File: config.mk
export PLATFORM = sky130hd
export DESIGN_NAME = gregorian_date_to_serial
export DESIGN_NICKNAME = d
export VERILOG_FILES = /design/src/rtl/gdts_pkg.sv /design/src/rtl/gdts_norm.sv /design/src/rtl/gdts_days.sv /design/src/rtl/gdts_scale.sv /design/src/rtl/gregorian_date_to_serial.sv
export SDC_FILE = /design/constraint.sdc
export NUM_CORES = 2
export LEC_CHECK = 0
export BUFFER_PORTS_ARGS = -buffer_cell sky130_fd_sc_hd__buf_2
export CAP_MARGIN = 20
export CORE_UTILIZATION = 64
export DETAILED_ROUTE_END_ITERATION = 7
export PLACE_DENSITY = 0.82
export SLEW_MARGIN = 20
export SYNTH_ARGS = -nofsm -noshare
export SYNTH_HDL_FRONTEND = slang
export SYNTH_SLANG_ARGS = --single-unit
File: constraint.sdc
create_clock -name clk_i -period 7.7 [get_ports clk_i]
set_clock_uncertainty 0.1 [all_clocks]
set_input_delay 0.385 -clock clk_i [delete_from_list [all_inputs] [get_ports clk_i]]
set_output_delay 0.385 -clock clk_i [all_outputs]
set_load 0.01 [all_outputs]
File: src/rtl/gdts_pkg.sv
// Shared types, constants and calendar tables for the date-to-serial pipeline.
// Depends on nothing; every module of the block imports it.
package gdts_pkg;

  localparam int unsigned YEAR_W  = 14;
  localparam int unsigned MONTH_W = 4;
  localparam int unsigned DAY_W   = 5;
  localparam int unsigned DAYS_W  = 23;  // unmasked day count, years up to 16383
  localparam int unsigned TSEC_W  = 17;  // seconds within one day as given
  localparam int unsigned SEC_W   = 39;

  localparam logic [8:0]  DAYS_PER_YEAR = 9'd365;
  localparam logic [16:0] SEC_PER_DAY   = 17'd86400;
  localparam logic [16:0] SEC_PER_HOUR  = 17'd3600;
  localparam logic [16:0] SEC_PER_MIN   = 17'd60;
  localparam logic [6:0]  YEARS_CENTURY = 7'd100;

  // floor(x / 100) = (x * 5243) >> 19 for x below 43690
  localparam logic [12:0] DIV100_MUL   = 13'd5243;
  localparam int unsigned DIV100_SHIFT = 19;
  // floor(x / 7) = (x * 9586981) >> 26 for x below 2**24
  localparam logic [23:0] DIV7_MUL     = 24'd9586981;
  localparam int unsigned DIV7_SHIFT   = 26;

  localparam logic [3:0] MONTH_JAN = 4'd1;
  localparam logic [3:0] MONTH_FEB = 4'd2;
  localparam logic [3:0] MONTH_DEC = 4'd12;

  typedef struct packed {
    logic               is_leap;
    logic [YEAR_W-1:0]  next_year;
    logic [MONTH_W-1:0] next_month;
    logic [DAY_W-1:0]   next_day;
  } next_t;

  typedef struct packed {
    logic [YEAR_W-1:0]  year;
    logic [MONTH_W-1:0] month;
    logic [DAY_W-1:0]   day;
    logic [YEAR_W-1:0]  py;
    logic [26:0]        py_prod;
    logic [26:0]        y_prod;
    logic [DAYS_W-1:0]  py365;
    logic [TSEC_W-1:0]  tsec;
  } norm_t;

  typedef struct packed {
    logic [DAYS_W-1:0]  base;
    logic [MONTH_W-1:0] month;
    logic [DAY_W-1:0]   day;
    logic [TSEC_W-1:0]  tsec;
    next_t              nxt;
  } cal_t;

  typedef struct packed {
    logic [DAYS_W-1:0] days;
    logic [TSEC_W-1:0] tsec;
    next_t             nxt;
  } day_t;

  typedef struct packed {
    logic [21:0]      day_number;
    logic [SEC_W-1:0] seconds_total;
    logic [2:0]       weekday;
    next_t            nxt;
  } res_t;

  function automatic logic [DAY_W-1:0] month_len(input logic [MONTH_W-1:0] m,
                                                 input logic lp);
    logic [DAY_W-1:0] len;
    unique case (m)
      4'd2:                      len = lp ? 5'd29 : 5'd28;
      4'd4, 4'd6, 4'd9, 4'd11:   len = 5'd30;
      default:                   len = 5'd31;
    endcase
    return len;
  endfunction

  function automatic logic [8:0] days_before(input logic [MONTH_W-1:0] m);
    logic [8:0] d;
    unique case (m)
      4'd2:    d = 9'd31;
      4'd3:    d = 9'd59;
      4'd4:    d = 9'd90;
      4'd5:    d = 9'd120;
      4'd6:    d = 9'd151;
      4'd7:    d = 9'd181;
      4'd8:    d = 9'd212;
      4'd9:    d = 9'd243;
      4'd10:   d = 9'd273;
      4'd11:   d = 9'd304;
      4'd12:   d = 9'd334;
      default: d = 9'd0;
    endcase
    return d;
  endfunction

endpackage

File: src/rtl/gdts_norm.sv
// First pipeline stage: clamp the date fields and start the constant multiplies.
// Depends on gdts_pkg.
module gdts_norm (
  input  logic                           clk_i,
  input  logic                           rst_ni,
  input  logic                           valid_i,
  output logic                           ready_o,
  input  logic [gdts_pkg::YEAR_W-1:0]    year_i,
  input  logic [gdts_pkg::MONTH_W-1:0]   month_i,
  input  logic [gdts_pkg::DAY_W-1:0]     day_i,
  input  logic [4:0]                     hour_i,
  input  logic [5:0]                     minute_i,
  input  logic [5:0]                     second_i,
  output logic                           valid_o,
  input  logic                           ready_i,
  output gdts_pkg::norm_t                data_o
);
  import gdts_pkg::*;

  logic              valid_q;
  norm_t             data_d, data_q;
  logic [YEAR_W-1:0] y;

  assign ready_o = !valid_q || ready_i;

  always_comb begin
    y = (year_i == '0) ? YEAR_W'(1) : year_i;
    data_d.year = y;
    if (month_i == '0) begin
      data_d.month = MONTH_JAN;
    end else if (month_i > MONTH_DEC) begin
      data_d.month = MONTH_DEC;
    end else begin
      data_d.month = month_i;
    end
    data_d.day     = (day_i == '0) ? DAY_W'(1) : day_i;
    data_d.py      = y - YEAR_W'(1);
    data_d.py_prod = {13'd0, data_d.py} * {14'd0, DIV100_MUL};
    data_d.y_prod  = {13'd0, y} * {14'd0, DIV100_MUL};
    data_d.py365   = {9'd0, data_d.py} * {14'd0, DAYS_PER_YEAR};
    data_d.tsec    = {12'd0, hour_i} * SEC_PER_HOUR + {11'd0, minute_i} * SEC_PER_MIN
                   + {11'd0, second_i};
  end

  always_ff @(posedge clk_i or negedge rst_ni) begin
    if (!rst_ni) begin
      valid_q <= 1'b0;
    end else if (ready_o) begin
      valid_q <= valid_i;
    end
  end

  always_ff @(posedge clk_i) begin
    if (valid_i && ready_o) begin
      data_q <= data_d;
    end
  end

  assign valid_o = valid_q;
  assign data_o  = data_q;

endmodule

File: src/rtl/gdts_days.sv
// Stages two and three: whole-year day count, leap flag, following date, then
// the day number within the year. Depends on gdts_pkg.
module gdts_days (
  input  logic            clk_i,
  input  logic            rst_ni,
  input  logic            valid_i,
  output logic            ready_o,
  input  gdts_pkg::norm_t data_i,
  output logic            valid_o,
  input  logic            ready_i,
  output gdts_pkg::day_t  data_o
);
  import gdts_pkg::*;

  logic               cal_valid_q, day_valid_q, cal_ready;
  cal_t               cal_d, cal_q;
  day_t               day_d, day_q;
  logic [7:0]         q100, qy;
  logic [YEAR_W-1:0]  ry;
  logic               lp;
  logic [DAY_W:0]     nd;

  assign cal_ready = !day_valid_q || ready_i;
  assign ready_o   = !cal_valid_q || cal_ready;

  // Gregorian leap rule and the year's day offset, via multiply-by-reciprocal.
  always_comb begin
    q100 = data_i.py_prod[DIV100_SHIFT +: 8];
    qy   = data_i.y_prod[DIV100_SHIFT +: 8];
    ry   = data_i.year - YEAR_W'({6'd0, qy} * {7'd0, YEARS_CENTURY});
    lp   = ((data_i.year[1:0] == 2'd0) && (ry != '0)) || ((ry == '0) && (qy[1:0] == 2'd0));

    cal_d.base  = data_i.py365 + DAYS_W'(data_i.py[YEAR_W-1:2]) - DAYS_W'(q100)
                + DAYS_W'(q100[7:2]);
    cal_d.month = data_i.month;
    cal_d.day   = data_i.day;
    cal_d.tsec  = data_i.tsec;

    nd = {1'b0, data_i.day} + (DAY_W+1)'(1);
    cal_d.nxt.is_leap    = lp;
    cal_d.nxt.next_year  = data_i.year;
    cal_d.nxt.next_month = data_i.month;
    cal_d.nxt.next_day   = nd[DAY_W-1:0];
    if (nd > {1'b0, month_len(data_i.month, lp)}) begin
      cal_d.nxt.next_day = DAY_W'(1);
      if (data_i.month == MONTH_DEC) begin
        cal_d.nxt.next_month = MONTH_JAN;
        cal_d.nxt.next_year  = data_i.year + YEAR_W'(1);
      end else begin
        cal_d.nxt.next_month = data_i.month + MONTH_W'(1);
      end
    end
  end

  always_comb begin
    day_d.days = cal_q.base + DAYS_W'(days_before(cal_q.month))
               + DAYS_W'(cal_q.nxt.is_leap && (cal_q.month > MONTH_FEB))
               + DAYS_W'(cal_q.day);
    day_d.tsec = cal_q.tsec;
    day_d.nxt  = cal_q.nxt;
  end

  always_ff @(posedge clk_i or negedge rst_ni) begin
    if (!rst_ni) begin
      cal_valid_q <= 1'b0;
      day_valid_q <= 1'b0;
    end else begin
      if (ready_o) begin
        cal_valid_q <= valid_i;
      end
      if (cal_ready) begin
        day_valid_q <= cal_valid_q;
      end
    end
  end

  always_ff @(posedge clk_i) begin
    if (valid_i && ready_o) begin
      cal_q <= cal_d;
    end
    if (cal_valid_q && cal_ready) begin
      day_q <= day_d;
    end
  end

  assign valid_o = day_valid_q;
  assign data_o  = day_q;

endmodule

File: src/rtl/gdts_scale.sv
// Stages four and five: scale days to seconds, reduce the day count mod 7,
// and hold the finished result. Depends on gdts_pkg.
module gdts_scale (
  input  logic            clk_i,
  input  logic            rst_ni,
  input  logic            valid_i,
  output logic            ready_o,
  input  gdts_pkg::day_t  data_i,
  output logic            valid_o,
  input  logic            ready_i,
  output gdts_pkg::res_t  data_o
);
  import gdts_pkg::*;

  typedef struct packed {
    logic [DAYS_W-1:0] days;
    logic [39:0]       sec_prod;
    logic [46:0]       w_prod;
    logic [TSEC_W-1:0] tsec;
    next_t             nxt;
  } prod_t;

  logic              prod_valid_q, res_valid_q, prod_ready;
  prod_t             prod_d, prod_q;
  res_t              res_d, res_q;
  logic [DAYS_W-1:0] dm1;
  logic [2:0]        q7_lo, w;

  assign prod_ready = !res_valid_q || ready_i;
  assign ready_o    = !prod_valid_q || prod_ready;

  always_comb begin
    dm1             = data_i.days - DAYS_W'(1);
    prod_d.days     = data_i.days;
    prod_d.sec_prod = {17'd0, dm1} * {23'd0, SEC_PER_DAY};
    prod_d.w_prod   = {24'd0, data_i.days} * {23'd0, DIV7_MUL};
    prod_d.tsec     = data_i.tsec;
    prod_d.nxt      = data_i.nxt;
  end

  // days - 7*q is below 7, and -7 is 1 mod 8, so the low bits of days + q suffice.
  always_comb begin
    q7_lo               = prod_q.w_prod[DIV7_SHIFT +: 3];
    w                   = prod_q.days[2:0] + q7_lo;
    res_d.weekday       = (w == 3'd0) ? 3'd7 : w;
    res_d.day_number    = prod_q.days[21:0];
    res_d.seconds_total = prod_q.sec_prod[SEC_W-1:0] + SEC_W'(prod_q.tsec);
    res_d.nxt           = prod_q.nxt;
  end

  always_ff @(posedge clk_i or negedge rst_ni) begin
    if (!rst_ni) begin
      prod_valid_q <= 1'b0;
      res_valid_q  <= 1'b0;
    end else begin
      if (ready_o) begin
        prod_valid_q <= valid_i;
      end
      if (prod_ready) begin
        res_valid_q <= prod_valid_q;
      end
    end
  end

  always_ff @(posedge clk_i) begin
    if (valid_i && ready_o) begin
      prod_q <= prod_d;
    end
    if (prod_valid_q && prod_ready) begin
      res_q <= res_d;
    end
  end

  assign valid_o = res_valid_q;
  assign data_o  = res_q;

endmodule

File: src/rtl/gregorian_date_to_serial.sv
// Top level of the date-to-serial converter: five-stage pipeline from a
// Gregorian date and time to day number, seconds, weekday and following date.
// Depends on gdts_pkg, gdts_norm, gdts_days and gdts_scale.
//
//   channel | handshake              | payload
//   --------+------------------------+-----------------------------------------
//   in      | in_valid_i/in_ready_o  | year, month, day, hour, minute, second
//   out     | out_valid_o/out_ready_i| day_number, seconds_total, weekday,
//           |                        | is_leap, next_year, next_month, next_day
//
// One request enters per cycle while in_ready_o is high. Its result moves through
// the stages to the outputs, and leaves at an edge where out_ready_i is high. Five
// register stages: clamp and constant multiplies, year count and leap flag, month
// offset, seconds and mod-7 multiplies, final sums.
// Reset clears only the stage valid bits; payload registers are not reset.
// Each stage loads when it is empty or its successor moves, so a stall on the
// output backs up stage by stage, bubbles close up, and nothing is dropped or
// repeated. in_ready_o is high whenever any stage is empty or out_ready_i is high.
module gregorian_date_to_serial (
  input  logic                         clk_i,
  input  logic                         rst_ni,
  input  logic                         in_valid_i,
  output logic                         in_ready_o,
  input  logic [gdts_pkg::YEAR_W-1:0]  year_i,
  input  logic [gdts_pkg::MONTH_W-1:0] month_i,
  input  logic [gdts_pkg::DAY_W-1:0]   day_i,
  input  logic [4:0]                   hour_i,
  input  logic [5:0]                   minute_i,
  input  logic [5:0]                   second_i,
  output logic                         out_valid_o,
  input  logic                         out_ready_i,
  output logic [21:0]                  day_number_o,
  output logic [gdts_pkg::SEC_W-1:0]   seconds_total_o,
  output logic [2:0]                   weekday_o,
  output logic                         is_leap_o,
  output logic [gdts_pkg::YEAR_W-1:0]  next_year_o,
  output logic [gdts_pkg::MONTH_W-1:0] next_month_o,
  output logic [gdts_pkg::DAY_W-1:0]   next_day_o
);
  import gdts_pkg::*;

  // Handshake and payload between the three pipeline sections.
  logic  norm_valid, norm_ready;
  norm_t norm_data;
  logic  day_valid, day_ready;
  day_t  day_data;
  res_t  res_data;

  // Stage 1: clamp zero and out-of-range date fields, kick off the
  // reciprocal multiplies for /100 and the 365-day year product.
  gdts_norm u_norm (
    .clk_i    (clk_i),
    .rst_ni   (rst_ni),
    .valid_i  (in_valid_i),
    .ready_o  (in_ready_o),
    .year_i   (year_i),
    .month_i  (month_i),
    .day_i    (day_i),
    .hour_i   (hour_i),
    .minute_i (minute_i),
    .second_i (second_i),
    .valid_o  (norm_valid),
    .ready_i  (norm_ready),
    .data_o   (norm_data)
  );

  // Stages 2 and 3: leap flag, whole-year day count, rollover to the
  // following date, then add the month table offset and the day.
  gdts_days u_days (
    .clk_i   (clk_i),
    .rst_ni  (rst_ni),
    .valid_i (norm_valid),
    .ready_o (norm_ready),
    .data_i  (norm_data),
    .valid_o (day_valid),
    .ready_i (day_ready),
    .data_o  (day_data)
  );

  // Stages 4 and 5: multiply out seconds and the mod-7 quotient, then
  // finish the sums into the output register.
  gdts_scale u_scale (
    .clk_i   (clk_i),
    .rst_ni  (rst_ni),
    .valid_i (day_valid),
    .ready_o (day_ready),
    .data_i  (day_data),
    .valid_o (out_valid_o),
    .ready_i (out_ready_i),
    .data_o  (res_data)
  );

  // Unpack the result register onto the ports.
  assign day_number_o    = res_data.day_number;
  assign seconds_total_o = res_data.seconds_total;
  assign weekday_o       = res_data.weekday;
  assign is_leap_o       = res_data.nxt.is_leap;
  assign next_year_o     = res_data.nxt.next_year;
  assign next_month_o    = res_data.nxt.next_month;
  assign next_day_o      = res_data.nxt.next_day;

endmodule

* After elaboration in Yosys (flattened, before gate mapping)
Memories as Yosys holds them, arrays and structs flattened. A register that Yosys moved wholly into a read port is not among the register bits.
Index checks and enable logic that the tools add are counted.
** Operators by class
- $mul :: 8
- Bitwise logic cells :: 0
- Reductions and logical operators :: 29
- $add $sub $neg :: 16
- Divide/modulo/power cells :: 0
- Eq/ne operators :: 6
- Muxes and demuxes :: 8
- Order comparisons :: 3
- Shift-type cells :: 0
** Operators by type and width (count)
- 14-bit by 13-bit multiplier with 27-bit output (second input constant) :: 2
- 39-bit by 17-bit adder with 39-bit output :: 1
- 23-bit by 10-bit multiplier with 32-bit output (second input constant) :: 1
- 23-bit by 24-bit multiplier with 29-bit output (second input constant) :: 1
- 14-bit zero test :: 2
- 14-bit two-way mux :: 2
- 23-bit by 1-bit adder with 23-bit output :: 1
- 23-bit by 12-bit adder with 23-bit output :: 1
- 23-bit by 5-bit adder with 23-bit output :: 1
- 23-bit by 6-bit adder with 23-bit output :: 1
- 23-bit by 9-bit adder with 23-bit output :: 1
- 14-bit by 9-bit multiplier with 23-bit output (second input constant) :: 1
- 23-bit two-way mux :: 1
- 23-bit by 1-bit subtractor with 23-bit output (second input constant) :: 1
- 23-bit by 8-bit subtractor with 23-bit output :: 1
- 17-bit by 12-bit adder with 17-bit output :: 1
- 17-bit by 6-bit adder with 17-bit output :: 1
- 14-bit by 1-bit adder with 14-bit output (second input constant) :: 1
- 14-bit nonzero test :: 1
- 14-bit by 1-bit subtractor with 14-bit output (second input constant) :: 1
- 14-bit subtractor :: 1
- 5-bit by 8-bit multiplier with 13-bit output (second input constant) :: 1
- 4-bit equality test (second input constant) :: 3
- 8-bit by 5-bit multiplier with 12-bit output (second input constant) :: 1
- other kinds (21) :: 41
** Storage, ports and cells
- Bits in registers :: 485
- Latch bits :: 0
- Memories :: 1
- Memory bits (read-only) :: 144
- Output and inout port bits :: 90
- Word-level logic and storage cells :: 114
- Bits of input ports :: 44
- RAM bits :: 0
** Memory list
- (name not given) :: depth 16, bits a word 9, rd ports 1, clocked after Yosys merged registers in 1, wr ports 0, RTL line gdts_pkg.sv:81 : unique case (m)

* Depth between registers and ports, before layout
- Depth in word-level cells :: 9
- Gate-level depth with buffers :: 35
- Gate-level depth less buffers :: 34

* Cells and area by module
Synthesis repeated with hierarchy kept, for this count alone.
** Unflattened totals
- Cells, all modules :: 3473
- Area, all modules :: 39521.7 sq um
** Modules (own cells, without submodules)
- gdts_norm :: instances 1, area each 15797.7 sq um, cells an instance 1486
- gdts_scale :: instances 1, area each 14782.9 sq um, cells an instance 1234
- gdts_days :: instances 1, area each 8941.1 sq um, cells an instance 753

* Worst setup path after synthesis
OpenSTA, ideal clock, no wires.
- Kind :: input to register
- From :: input port year_i[6] (netlist bit)
- To :: register u_norm.data_q (netlist bit u_norm.data_o[93]) (data pin)
- Path slack :: -0.062 ns
- Buffers on the path :: 2
- Cell stages on the path :: 32
- Arrival :: 7.396 ns
- Path through :: inv_1 > ha_1 > nand2_1 > or4_1 > buf_2 > clkbuf_1 > nand2_1 > ha_1 > inv_1 > o21a_1 > o21ai_2 > a21boi_2 > o21ai_2 > xnor2_1 > inv_1 > fa_1 > inv_1 > ha_1 > fa_1 > fa_1 > inv_1 > fa_1 > inv_1 > ha_1 > a21o_1 > a211o_1 > or3_1 > o211ai_1 > a21boi_1 > o21a_1 > o41ai_1 > xnor2_1
** RTL lines
- from (decl) :: RTL line gregorian_date_to_serial.sv:24 : input logic [gdts_pkg::YEAR_W-1:0] year_i,
- to (signal assigned) :: RTL line gdts_norm.sv:55 : data_q <= data_d;
- to (decl) :: RTL line gdts_norm.sv:21 : norm_t data_d, data_q;

==> impl_metrics.yaml <==
timing:
  tightest_slew_ns: 0.953
  layout_worst_path_cycle_share_pct: 95.6
  final_max_slew_viol_count: 0
  fmax_ghz: 0.136
  period_needed_ns: 7.36
  slew_headroom_pct: 36.5
  setup_violations: 0
  hold_viol: 0
clock_network:
  clock-sinks: 428
  clkSlewWorstSetupHoldPaths_ns: 0.06
  clockBufferDepth: 3
  root_buffer: "clkbuf_16"
  htreeDepth: 2
  clock_latency_ns: 0.58
  tritoncts: "built"
  numCtsBuffers: 43
cells_and_area:
  fin_util_pct: 72.1
  area_growth_pct: 11.0
  design_area_um2: 40800
  finalNonFillerCells: 4277
  final_nets: 4493
  drive_above_1_share_pct: 10.4
  diodes: 0
yosys:
  synth_cells: 3205
  synth_top_family_by_area: "adder cells"
  synth_area_leaders: "edfxtp_1 34%, ha_1 21%, fa_1 18%, inv_1 8.2%, xnor2_1 4.5%"
  yosys_most_used_dff: "edfxtp_1"
  ys_seq_area_share_pct: 34.6
  yosysTopAreaCell: "edfxtp_1"
  synth_seq_cells: 428
  synth.distinct_cells: 70
  ys.warnings.count: 0
  syn_nets: 4211
  synth_top_area_share_pct: 33.8
  synth-compound-area-share_pct: 6.67
  synthArstFlopShare_pct: 1.17
  muxShareOfSynthArea_pct: 0.116
  synthAdderAreaFrac_pct: 39.5
  synth_xor_area_share_pct: 5.36
  yosys.area_share.simple_pct: 5.34
  synth_edf_count: 414
  syn_area_um2: 36800
  synth.avg_cell_area_um2: 11.5
place:
  dpl.hpwl_mm: 61.9
  post_dp_cell_area_um2: 39100
  dp_cells: 4185
  finalWeightedCongestion: 0.933
  portBuffers: 133
floorplan:
  io_pins: 134
  start_util_pct: 65.0
  die-area_um2: 58400
  die_x_um: 242
  die_height_um: 242
  core-area_um2: 56600
  rows: 87
detailed_routing:
  post_drt_via_cell_ratio: 5.42
  drc: 0
  drt_iter0_drc: 1061
  route.vias.total: 23200
  antenna_left: 0
  dr.pass1.iters: 7
  wl_per_cell_um: 17.7
  routed_wirelength_mm: 75.6
grt:
  grt_most_used_layer: "met2"
  grt_pass1_vias: 24900
  grt_pass1_wl_mm: 124
  grt_use_met2_pct: 49.7
  grt_max_degree: 74
  grt_usage_pct: 26.8
  gr-total-overflow: 0
  gr-usage-met1_pct: 33.0
  grt_antenna_before_repair: 0
  met3_usage_pct: 2.77
critical_path:
  cp.arrival_ns: 7.58
  rr_worst_depth: 24
  crit_path_frequent_cell: "inv_1"
  setup.worst_path.start_class: "input pin"
  slowest_stage: "fa_1"
  path_buf_inv: 8
  crit_cells: 33
  crit_required_ns: 7.92
  worst_setup_path_end_kind: "flip-flop"
  path_max_fanout: 4
  slowest_delay_ns: 0.56
  criticalPathCategory: "in2reg"
  cp_top_family: "adder cells"
run:
  drv_cap: 0
outcome:
  outcome: "finished clean"
worst_hold_path:
  worstHoldPathType: "in2async"
routing by layer:
metal	vias up	wire, µm
met3	116	2500
met4	0	1990
met2	475	40000
met1	11500	31100
li1	11100	-
met5	-	0
logic make-up (layout without fill, tap and decap cells):
family / Yosys count / in the layout
compound gates: 367 / 367
xor+xnor: 225 / 225
fa+ha+maj: 962 / 962
buf+inv: 820 / 1136
flops: 428 / 428
mux: 4 / 4
simple gates: 399 / 399
cells in the mapped netlist, types with 18 or more instances:
cell      count
nor3_1       22
xor2_1       37
a21oi_1     105
nand2_1      94
o21ai_0      71
nand3_1      46
ha_1        631
a21o_1       32
nor2b_1      25
inv_1       804
o21a_1       24
and3_1       20
o21bai_1     23
xnor2_1     188
nor2_1      101
fa_1        331
or3_1        18
edfxtp_1    414
cells in the final DEF, fill, tap and decap left out, drive strengths merged, types with 25 or more instances in the layout:
| cell | instances |
|---|---|
| a21oi | 106 |
| inv | 809 |
| nand3 | 46 |
| buf | 241 |
| xnor2 | 188 |
| nor2 | 101 |
| ha | 631 |
| fa | 331 |
| a21o | 34 |
| clkbuf | 53 |
| o21ai | 74 |
| nand2 | 95 |
| nor2b | 25 |
| xor2 | 37 |
| edfxtp | 414 |
sequential cells by signal, indices dropped and copies added (netlist names), named ones only:
signal / count
u_scale.prod_valid_q: 1
u_scale.data_o: 88
u_days.valid_o: 1
u_scale.prod_q: 98
u_days.cal_q: 73
u_days.data_o: 64
u_days.cal_valid_q: 1
u_scale.valid_o: 1
u_norm.data_o: 91
u_norm.valid_o: 1
area by class of cell:
cell class              count  area [µm²]
repair buffers            253        1600
well taps                 756         946
inverters                 804        3020
flip-flops and latches    428       12700
multi-input cells        1957       21000
fillers                  3840       15800
clock buffers              53        1130
clock inverters            26         340
metrics by stage:
stage                     setup WS, ns  hold WS (ns)  TNS [ns]
final                            0.339        0.0573         0
after global routing           -0.0223        0.0449   -0.0223
after CTS                        0.246        0.0300         0
after detailed placement        -0.301         0.109    -0.629
after global placement          -0.111        0.0977    -0.148
after floorplan                 0.0370       -0.0106         0
path summary, 6_finish.rpt:
check | end | slack (ns) | startpoint
max | u_norm.data_o[93] | 0.34 | year_i[8]
min | u_days.valid_o | 0.06 | rst_ni
max reg2reg | u_scale.prod_q[125] | 0.44 | u_days.data_o[42]
min reg2reg | u_scale.prod_q[0] | 0.32 | u_days.data_o[0]
max in group asynchronous | u_scale.prod_valid_q | 7.31 | rst_ni
min in group clk_i | u_norm.data_o[2] | 0.06 | minute_i[0]
repair_timing:
item                       in CTS  in global routing
resized for setup               0                 14
hold endpoints to repair       16                  0
setup buffers                   0                  1
hold buffers                   12                  0
setup endpoints to repair       0                  3
Power is not shown: default switching activity piles up to over one toggle a cycle in this logic, so the estimate is an artifact.
